[src/tpt_pkg.sv]
// Shared types and constants for the TLB and page table translator.
`timescale 1ns / 1ps

package tpt_pkg;

    localparam logic [1:0] OUT_TLB_HIT  = 2'd0;
    localparam logic [1:0] OUT_PT_HIT   = 2'd1;
    localparam logic [1:0] OUT_FAULT    = 2'd2;
    localparam logic [1:0] OUT_EVICT    = 2'd3;

    typedef struct packed {
        logic load;
        logic reduce;
        logic tlb_look;
        logic pt_rd;
        logic pt_chk;
        logic frm_scan;
        logic own_rd;
        logic alloc;
        logic fill_scan;
        logic fill_wr;
        logic finish;
    } cmd_t;

    typedef struct packed {
        logic red_done;
        logic tlb_hit;
        logic tlb_last;
        logic pt_hit;
        logic frm_done;
    } stat_t;

endpackage

[src/tpt_ctrl.sv]
// Sequencer for the translator: walks lookup, fault handling and TLB fill.
`timescale 1ns / 1ps

module tpt_ctrl (
    input  logic          clk,
    input  logic          rst_n,
    input  logic          start,
    output logic          busy,
    output logic          done,
    output tpt_pkg::cmd_t cmd,
    input  tpt_pkg::stat_t stat
);
    import tpt_pkg::*;

    typedef enum logic [10:0] {
        S_IDLE    = 11'b00000000001,
        S_REDUCE  = 11'b00000000010,
        S_TLB     = 11'b00000000100,
        S_PT_RD   = 11'b00000001000,
        S_PT_CHK  = 11'b00000010000,
        S_FRM     = 11'b00000100000,
        S_OWN     = 11'b00001000000,
        S_ALLOC   = 11'b00010000000,
        S_FILL    = 11'b00100000000,
        S_FILL_WR = 11'b01000000000,
        S_DONE    = 11'b10000000000
    } state_t;

    state_t state_reg;
    state_t state_next;

    always_ff @(posedge clk or negedge rst_n)
    begin
        if (!rst_n)
        begin
            state_reg <= S_IDLE;
        end
        else
        begin
            state_reg <= state_next;
        end
    end

    always_comb
    begin
        state_next = state_reg;
        cmd        = '0;
        case (state_reg)
            S_IDLE:
            begin
                cmd.load = start;
                if (start)
                begin
                    state_next = S_REDUCE;
                end
            end
            S_REDUCE:
            begin
                cmd.reduce = 1'b1;
                if (stat.red_done)
                begin
                    state_next = S_TLB;
                end
            end
            S_TLB:
            begin
                cmd.tlb_look = 1'b1;
                if (stat.tlb_hit)
                begin
                    state_next = S_DONE;
                end
                else if (stat.tlb_last)
                begin
                    state_next = S_PT_RD;
                end
            end
            S_PT_RD:
            begin
                cmd.pt_rd  = 1'b1;
                state_next = S_PT_CHK;
            end
            S_PT_CHK:
            begin
                cmd.pt_chk = 1'b1;
                state_next = stat.pt_hit ? S_FILL : S_FRM;
            end
            S_FRM:
            begin
                cmd.frm_scan = 1'b1;
                if (stat.frm_done)
                begin
                    state_next = S_OWN;
                end
            end
            S_OWN:
            begin
                cmd.own_rd = 1'b1;
                state_next = S_ALLOC;
            end
            S_ALLOC:
            begin
                cmd.alloc  = 1'b1;
                state_next = S_FILL;
            end
            S_FILL:
            begin
                cmd.fill_scan = 1'b1;
                if (stat.tlb_last)
                begin
                    state_next = S_FILL_WR;
                end
            end
            S_FILL_WR:
            begin
                cmd.fill_wr = 1'b1;
                state_next  = S_DONE;
            end
            S_DONE:
            begin
                cmd.finish = 1'b1;
                state_next = S_IDLE;
            end
            default:
            begin
                state_next = S_IDLE;
            end
        endcase
    end

    assign busy = (state_reg != S_IDLE);
    assign done = (state_reg == S_DONE);

    a_done_idle: assert property (@(posedge clk) disable iff (!rst_n)
        done |=> !busy)
        else $error("result strobe not followed by idle");
    a_hit_done: assert property (@(posedge clk) disable iff (!rst_n)
        (state_reg == S_TLB) && stat.tlb_hit |=> done)
        else $error("TLB hit did not finish");
    a_fault_scan: assert property (@(posedge clk) disable iff (!rst_n)
        (state_reg == S_PT_CHK) && !stat.pt_hit |=> (state_reg == S_FRM))
        else $error("fault did not start frame scan");

endmodule

[config.mk]
export PLATFORM = sky130hd
export DESIGN_NAME = tpt_ctrl
export DESIGN_NICKNAME = d
export VERILOG_FILES = /design/src/tpt_pkg.sv /design/src/tpt_ctrl.sv
export SDC_FILE = /design/constraint.sdc
export NUM_CORES = 1
export LEC_CHECK = 0
export ABC_CLOCK_PERIOD_IN_PS = 5200
export BUFFER_PORTS_ARGS = -buffer_cell sky130_fd_sc_hd__buf_4
export CELL_PAD_IN_SITES_DETAIL_PLACEMENT = 1
export CELL_PAD_IN_SITES_GLOBAL_PLACEMENT = 1
export CORE_UTILIZATION = 43
export CTS_BUF_LIST = sky130_fd_sc_hd__clkbuf_2 sky130_fd_sc_hd__clkbuf_4 sky130_fd_sc_hd__clkbuf_8
export DETAILED_ROUTE_END_ITERATION = 10
export PLACE_DENSITY_LB_ADDON = 0.1
export SKIP_CTS_REPAIR_TIMING = 1
export SYNTH_ARGS = -nofsm -noshare
export SYNTH_HDL_FRONTEND = slang
export SYNTH_SLANG_ARGS = --single-unit
export TNS_END_PERCENT = 5
[constraint.sdc]
create_clock -name clk -period 5.2 [get_ports clk]
set_input_delay 1.04 -clock clk [delete_from_list [all_inputs] [get_ports clk]]
set_output_delay 1.04 -clock clk [all_outputs]
set_load 0.005 [all_outputs]
[Word-level counts from Yosys, hierarchy flattened]
Index checks and enable logic that the tools add are counted.
Widths: inputs -> output; s select.
Word-level totals
  flip-flop bits (word level): 11
  output and inout bits: 13
  logic and storage cells: 38
Cells by class
  equality and inequality tests: 17
  muxes and demuxes: 19
  reduce and logical (&&, ||, !) cells: 1
Operator list (count)
  $pmux 11 s10: 1
  $mux 11: 6
  $eq 11x1->1 const B: 1
  $eq 11x10->1 const B: 1
  $eq 11x11->1 const B: 1
  $eq 11x2->1 const B: 1
  $eq 11x3->1 const B: 1
  $eq 11x4->1 const B: 1
  $eq 11x5->1 const B: 1
  $eq 11x6->1 const B: 1
  $eq 11x7->1 const B: 1
  $eq 11x8->1 const B: 1
  $eq 11x9->1 const B: 1
  $mux 1: 11
  $ne 11x1->1 const B: 1
  $mux 9: 1
  $ne 2x2->1 const B: 4
  $reduce_and 5->1: 1
  $ne 3x3->1 const B: 1

[Depth between registers and ports, before layout]
Gate-level depths: netlist of run 1.
  word-level depth: 3
  depth in mapped cells: 6

[Worst setup path before layout of run 1]
OpenSTA, ideal clock, no wires.
  kind: register to output
  from: reg state_reg[4]
  to: out cmd[0] in the netlist's numbering
  data arrival time: 1.537 ns
  path slack: 2.623 ns
  stages on the path, launching flop included: 6
  path buffers: 2
  cell sequence: dfrtp_1 buf_6 nor4_4 nand2_1 nor4b_1 buf_4
RTL lines
  from (decl): line tpt_ctrl.sv:29  | state_t state_reg;
  from (signal assigned): line tpt_ctrl.sv:40  | state_reg <= state_next;
  to (decl): line tpt_ctrl.sv:10  | output tpt_pkg::cmd_t cmd,

==> flow_summary.toml, run 1 <==
[outcome]
outcome = "finished clean"

[global_route]
global_route.usage.total = 0.218
antenna_found_initial = 0
grt_pass1_vias = 651
grt_max_degree = 12
global_route_wire_length_before_repair_um = 3100
overflow = 0

[synthesis]
postSynthNetCount = 89
syn_area_per_cell_um2 = 9.62
sequential_element_share_of_the_synthesized_area = 0.355
ys_ff_latch = 11
yosysWarnings = 0
synthesis.instances = 81
mappedNetlistArea_um2 = 779
synth_cell_types = 40

[finish]
fillers = 202
post-route-cell-area_um2 = 950
area_of_the_multi_input_gates_um2 = 447
design.final.nets = 108
num_antenna_cells = 0
post-route-util = 0.556
layout-area-overhead-vs-synth_pct = 21.8
flip_flop_count_of_the_largest_register_all_copies_and_words_added = 11
post_route_cells_drive_above_1_share = 0.333
register_area_um2 = 277

[timing]
final_hold_viol_count = 0
clock_skew_ns = 0.00590
max-slew-margin-rel = 0.689
pnr_worst_setup_slack_ns = 2.09
tightest_slew_ns = 0.462
setup_repair_after_global_routing_missed_its_margin = "false"
final_period_minus_worst_setup_slack_ns = 3.11
clock.fmax_mhz = 321
finalSetupViolCount = 0
layout_worst_path_cycle_share = 0.599
slew_violations = 0
fin_setup_tns_ns = 0

[floorplanning]
die_h_um = 44.6
fp.dieArea_um2 = 1990
io_pins = 21
std_cell_rows = 15
fp.dieW_um = 44.6
initial_utilization = 0.456
design.core.area_um2 = 1710

[placed_design]
post-place-ws_ns = 2.40
place_hpwl_um = 1450
placement.cell_area_um2 = 920
portBuffers = 20
routabilityCongestion = 0.817

[pwr]
p_clk_frac = 0.167
swShare = 0.412
static-leakage-power_nw = 0.443
power_density_nw_per_um2 = 407
power_switching_w = 0.000159
internal_power_w = 0.000227
p_comb_frac = 0.486
seqPwrFrac = 0.347
worst_ir_drop_vdd_v = 0.000213

[critical_path]
setup.worst_path.end_class = "output port"
critical_path_class = "reg -> out"
start_kind = "flip-flop"
critical_path_peak_fanout = 9
worst-endpoint-arrival_ns = 2.07
required_ns = 4.16

[flow_run]
timing.max_cap.violations = 0

[min_path]
hold_path.class = "in -> async"

[cts]
htree_num_levels = 1
cts_tree = "done"
cts-buffers-inserted = 3
clock_path_buffers = 2
numClockSinks = 11
clk-insertion-delay-late_ns = 0.27
ctsRootBufferMaster = "sky130_fd_sc_hd__clkbuf_4"
clkTransAtPathRegs_ns = 0.08

[route]
number_of_search_and_repair_iterations_in_the_first_detailed_routing_pass = 4
route.antenna.remaining_nets = 0
routedWlPerCell_um = 15.4
detail_route.wirelength_um = 1910
route.detailed.drc = 0
route.detailed.vias_per_inst = 5.57
detail_route.iter0.violations = 9
vias = 691
==> cell type report <==
type | count | share of cell area
Multi-Input combinational cell | 60 | 0.470
Sequential cell | 11 | 0.291
Timing Repair Buffer | 20 | 0.158
Tap cell | 25 | 0.0329
Clock buffer | 4 | 0.0316
Inverter | 4 | 0.0158
==> power by group through the flow <==
stage	clock network, W	registers [W]	logic [W]
2_1_floorplan	0	0.000115	0.000148
3_3_place_gp	0	0.000134	0.000181
3_5_place_dp	0	0.000135	0.000185
4_1_cts	0.0000675	0.000134	0.000188
5_1_grt	0.0000696	0.000138	0.000206
6_report	0.0000645	0.000134	0.000188
==> cell usage in the layout (no fill, tap or decap) <==
master,Yosys,final
sky130_fd_sc_hd__buf_4,2,20
sky130_fd_sc_hd__dfrtp_1,10,10
sky130_fd_sc_hd__nor2_1,8,8
sky130_fd_sc_hd__nor3b_1,6,6
sky130_fd_sc_hd__inv_1,4,4
sky130_fd_sc_hd__clkbuf_4,0,4
sky130_fd_sc_hd__nand2_1,3,3
sky130_fd_sc_hd__nand4_1,3,3
sky130_fd_sc_hd__nor4_1,3,3
sky130_fd_sc_hd__nand3_1,3,3
sky130_fd_sc_hd__o21ai_0,3,3
sky130_fd_sc_hd__nor4_4,2,2
sky130_fd_sc_hd__nand2b_1,2,2
sky130_fd_sc_hd__nor4b_1,2,2
sky130_fd_sc_hd__or3_1,2,2
sky130_fd_sc_hd__xor2_1,2,2
sky130_fd_sc_hd__nor3_4,1,1
sky130_fd_sc_hd__and4bb_2,1,1
sky130_fd_sc_hd__and4bb_1,1,1
sky130_fd_sc_hd__or3b_2,1,1
sky130_fd_sc_hd__o31a_1,1,1
sky130_fd_sc_hd__o21ai_1,1,1
sky130_fd_sc_hd__a21oi_2,1,1
sky130_fd_sc_hd__or2_2,1,1
sky130_fd_sc_hd__mux2_4,1,1
sky130_fd_sc_hd__a21oi_1,1,1
sky130_fd_sc_hd__nand4bb_1,1,1
sky130_fd_sc_hd__o211ai_1,1,1
sky130_fd_sc_hd__o2111ai_1,1,1
sky130_fd_sc_hd__xnor2_1,1,1
sky130_fd_sc_hd__o32ai_1,1,1
sky130_fd_sc_hd__a41oi_1,1,1
sky130_fd_sc_hd__o2bb2ai_1,1,1
sky130_fd_sc_hd__nor3_1,1,1
sky130_fd_sc_hd__a221o_1,1,1
sky130_fd_sc_hd__a21o_1,1,1
sky130_fd_sc_hd__and2_1,1,1
sky130_fd_sc_hd__dfstp_2,1,1
==> kinds of logic after synthesis <==
family / Yosys count / share of synthesized area
muxes: 1 / 0.0193
buffers and inverters: 10 / 0.0722
xor gates and xnor gates: 3 / 0.0337
AOI/OAI and AO/OA: 14 / 0.132
and+or+nand+nor: 42 / 0.388
DFF: 11 / 0.355
==> critical path, stage by stage (launching register included) <==
cell and delay [ns]:
sky130_fd_sc_hd__dfrtp_1 0.49, sky130_fd_sc_hd__nor4_4 0.47, sky130_fd_sc_hd__nand3_1 0.21, sky130_fd_sc_hd__or3_1 0.40, sky130_fd_sc_hd__nor2_1 0.12, sky130_fd_sc_hd__buf_4 0.12
==> layer usage <==
metal | up-vias | wire (µm) | GRT usage | share of wire
li1 | 337 | - | - | -
met1 | 331 | 914 | 0.305 | 0.48
met2 | 21 | 903 | 0.329 | 0.47
met3 | 2 | 77 | 0.0367 | 0.040
met4 | 0 | 13 | 0.0909 | 0.0068
met5 | - | 0 | 0 | 0
==> through the flow <==
stage | cells | power, W | hold slack, ns
finish | 124 | 0.000387 | 0.590
CTS | 124 | 0.000390 | 0.589
detailed placement | 120 | 0.000320 | 0.660
floorplan | 81 | 0.000262 | 0.532
global placement | 120 | 0.000315 | 0.623
global route | 124 | 0.000413 | 0.600
==> cells in the mapped netlist <==
| library cell | number | share of area |
|---|---|---|
| sky130_fd_sc_hd__and4bb_2 | 1 | 0.016 |
| sky130_fd_sc_hd__o21ai_1 | 1 | 0.0064 |
| sky130_fd_sc_hd__xnor2_1 | 1 | 0.011 |
| sky130_fd_sc_hd__o2bb2ai_1 | 1 | 0.011 |
| sky130_fd_sc_hd__a41oi_1 | 1 | 0.011 |
| sky130_fd_sc_hd__nor2_1 | 8 | 0.039 |
| sky130_fd_sc_hd__nand4_1 | 3 | 0.024 |
| sky130_fd_sc_hd__mux2_4 | 1 | 0.019 |
| sky130_fd_sc_hd__and2_1 | 1 | 0.0080 |
| sky130_fd_sc_hd__inv_1 | 4 | 0.019 |
| sky130_fd_sc_hd__or3b_2 | 1 | 0.011 |
| sky130_fd_sc_hd__o21ai_0 | 3 | 0.019 |
| sky130_fd_sc_hd__o2111ai_1 | 1 | 0.011 |
| sky130_fd_sc_hd__nand4bb_1 | 1 | 0.014 |
| sky130_fd_sc_hd__a21o_1 | 1 | 0.0096 |
| sky130_fd_sc_hd__and4bb_1 | 1 | 0.016 |
| sky130_fd_sc_hd__nor3b_1 | 6 | 0.058 |
| sky130_fd_sc_hd__or2_2 | 1 | 0.0080 |
| sky130_fd_sc_hd__a221o_1 | 1 | 0.013 |
| sky130_fd_sc_hd__buf_2 | 2 | 0.013 |
| sky130_fd_sc_hd__dfrtp_1 | 10 | 0.32 |
| sky130_fd_sc_hd__nand2_1 | 3 | 0.014 |
| sky130_fd_sc_hd__nor4b_1 | 2 | 0.022 |
| sky130_fd_sc_hd__a21oi_2 | 1 | 0.011 |
| sky130_fd_sc_hd__nor4_4 | 2 | 0.055 |
| sky130_fd_sc_hd__nor3_4 | 1 | 0.021 |
| sky130_fd_sc_hd__nor3_1 | 1 | 0.0064 |
| sky130_fd_sc_hd__clkbuf_2 | 1 | 0.0064 |
| sky130_fd_sc_hd__o31a_1 | 1 | 0.011 |
| sky130_fd_sc_hd__a21oi_1 | 1 | 0.0064 |
| sky130_fd_sc_hd__xor2_1 | 2 | 0.022 |
| sky130_fd_sc_hd__buf_4 | 2 | 0.019 |
| sky130_fd_sc_hd__o211ai_1 | 1 | 0.0096 |
| sky130_fd_sc_hd__or3_1 | 2 | 0.016 |
| sky130_fd_sc_hd__buf_6 | 1 | 0.014 |
| sky130_fd_sc_hd__dfstp_2 | 1 | 0.034 |
| sky130_fd_sc_hd__nand3_1 | 3 | 0.019 |
| sky130_fd_sc_hd__nor4_1 | 3 | 0.024 |
| sky130_fd_sc_hd__nand2b_1 | 2 | 0.016 |
| sky130_fd_sc_hd__o32ai_1 | 1 | 0.011 |
==> path summary, 6_finish.rpt <==
check	end	from	cells after the start	slack [ns]
min in group clk	state_reg[7]	state_reg[5]	1	0.67
max in group asynchronous	state_reg[0]	rst_n	1	4.37
setup reg to reg	state_reg[2]	state_reg[4]	5	3.28
hold reg to reg	state_reg[7]	state_reg[5]	1	0.67
setup / recovery	cmd[10]	state_reg[4]	5	2.09
hold / removal	state_reg[8]	rst_n	1	0.59
Power figures use the tool's default switching activity.
==> inputs of run 2 (changes only) <==
--- a/config.mk
+++ b/config.mk
@@ -5,11 +5,11 @@
 export SDC_FILE = /design/constraint.sdc
 export NUM_CORES = 1
 export LEC_CHECK = 0
-export ABC_CLOCK_PERIOD_IN_PS = 5200
+export ABC_CLOCK_PERIOD_IN_PS = 2700
 export BUFFER_PORTS_ARGS = -buffer_cell sky130_fd_sc_hd__buf_4
 export CELL_PAD_IN_SITES_DETAIL_PLACEMENT = 1
 export CELL_PAD_IN_SITES_GLOBAL_PLACEMENT = 1
-export CORE_UTILIZATION = 43
+export CORE_UTILIZATION = 36
 export CTS_BUF_LIST = sky130_fd_sc_hd__clkbuf_2 sky130_fd_sc_hd__clkbuf_4 sky130_fd_sc_hd__clkbuf_8
 export DETAILED_ROUTE_END_ITERATION = 10
 export PLACE_DENSITY_LB_ADDON = 0.1
==> constraint.sdc (replaced) <==
create_clock -name clk -period 2.7 [get_ports clk]
set_input_delay 0.54 -clock clk [delete_from_list [all_inputs] [get_ports clk]]
set_output_delay 0.54 -clock clk [all_outputs]
set_load 0.005 [all_outputs]
==> flow_summary.toml, run 2 (synthesis results as in run 1) <==
[pwr]
swShare = 0.413
p_clk_frac = 0.165
power_density_nw_per_um2 = 773
p_comb_frac = 0.486
internal_power_w = 0.000439
seqPwrFrac = 0.350
worst_ir_drop_vdd_v = 0.000466
static-leakage-power_nw = 0.451
power_switching_w = 0.000309

[finish]
final-instance-count-excl-fill = 128
layout-area-overhead-vs-synth_pct = 24.1
flip_flop_count_of_the_largest_register_all_copies_and_words_added = 11
design.final.nets = 110
mostFrequentLayoutCell = "sky130_fd_sc_hd__buf_4"
final_cell_mix = "sky130_fd_sc_hd__buf_4, sky130_fd_sc_hd__dfrtp_1, sky130_fd_sc_hd__nor2_1"
num_antenna_cells = 0
post_route_cells_drive_above_1_share = 0.347

[timing]
clock.fmax_mhz = 397
tightest_slew_ns = 0.411
layout_worst_path_cycle_share = 0.932
setup_repair_after_global_routing_missed_its_margin = "false"
final_period_minus_worst_setup_slack_ns = 2.52
finalSetupViolCount = 0
pnr_worst_setup_slack_ns = 0.183
max-slew-margin-rel = 0.724
fin_setup_tns_ns = 0
slew_violations = 0
clock_skew_ns = 0.000910
final_hold_viol_count = 0

[route]
route.detailed.drc = 0
vias = 721
detail_route.wirelength_um = 2010
route.detailed.vias_per_inst = 5.63
route.antenna.remaining_nets = 0
routedWlPerCell_um = 15.7
detail_route.iter0.violations = 14
number_of_search_and_repair_iterations_in_the_first_detailed_routing_pass = 4

[floorplanning]
initial_utilization = 0.389
design.core.area_um2 = 2000
std_cell_rows = 16
io_pins = 21
fp.dieArea_um2 = 2360
die_h_um = 48.5
fp.dieW_um = 48.5

[critical_path]
startpoint = "state_reg[1]"
crit_buf_inv = 1
critical_path_class = "reg -> out"
worst-endpoint-arrival_ns = 1.98
critPathTopFamily = "simple AND/OR/NAND/NOR gates"
setup.worst_path.end_class = "output port"
critical_path_peak_fanout = 11
start_kind = "flip-flop"
cp_slowest_stage_delay_ns = 0.52
regToRegStartpoint = "state_reg[5]"
required_ns = 2.16
crit_path_top_delay_cell = "sky130_fd_sc_hd__dfrtp_1"
critical_path.cell_chain = "nor4_4 > nand2_1 > nor4_1 > buf_4"

[placed_design]
post-place-ws_ns = 0.378
placed_cells = 122
portBuffers = 20
place_hpwl_um = 1510
routabilityCongestion = 0.757

[cts]
numClockSinks = 11
cts_tree = "done"
htree_num_levels = 1
clock_path_buffers = 2
clk-insertion-delay-late_ns = 0.27
cts-buffers-inserted = 3
ctsRootBufferMaster = "sky130_fd_sc_hd__clkbuf_4"
clkTransAtPathRegs_ns = 0.07

[flow_run]
timing.max_cap.violations = 0

[global_route]
overflow = 0
grt_max_degree = 12
grt_pass1_vias = 696
global_route_wire_length_before_repair_um = 3330
antenna_found_initial = 0
global_route.usage.total = 0.188

[outcome]
outcome = "finished clean"

[min_path]
hold_path.class = "in -> async"
## run 2: cell type report
cell class | instances | area [µm²]
Clock buffer | 4 | 30.0
Fill cell | 245 | 1030
Inverter | 4 | 15.0
Multi-Input combinational cell | 60 | 447
Sequential cell | 11 | 277
Tap cell | 27 | 33.8
Timing Repair Buffer | 22 | 165
## run 2: layer usage
layer,track usage,routed length [µm]
met1,0.238,911
met2,0.319,999
met3,0.0566,92
met4,0.0294,10
met5,0,0
## run 2: through the flow
stage	cell area (µm²)	power, W	utilization	hold slack, ns
final	967	0.000748	0.483	0.0952
after floorplan	779	0.000505	-	0.244
after CTS	952	0.000750	0.476	0.0920
after global placement	922	0.000616	0.461	0.387
after global routing	967	0.000808	0.483	0.0809
after detailed placement	922	0.000621	0.461	0.385
## run 2: power by group through the flow
stage / registers [W] / clock network (W) / logic, W
finish: 0.000261 / 0.000123 / 0.000363
floorplan: 0.000221 / 0 / 0.000284
global route: 0.000267 / 0.000137 / 0.000404
CTS: 0.000260 / 0.000127 / 0.000362
detailed placement: 0.000263 / 0 / 0.000358
global placement: 0.000261 / 0 / 0.000355
## run 2: final timing paths
| path | slack, ns | depth (start not counted) | end |
|---|---|---|---|
| worst min-delay path | 0.1 | 1 | state_reg[4] |
| worst max register to register | 0.73 | 7 | state_reg[2] |
| min in group clk | 0.43 | 2 | state_reg[0] |
| worst max-delay path | 0.18 | 4 | cmd[3] |
| max in group asynchronous | 2.38 | 1 | state_reg[0] |
| worst min register to register | 0.67 | 1 | state_reg[7] |
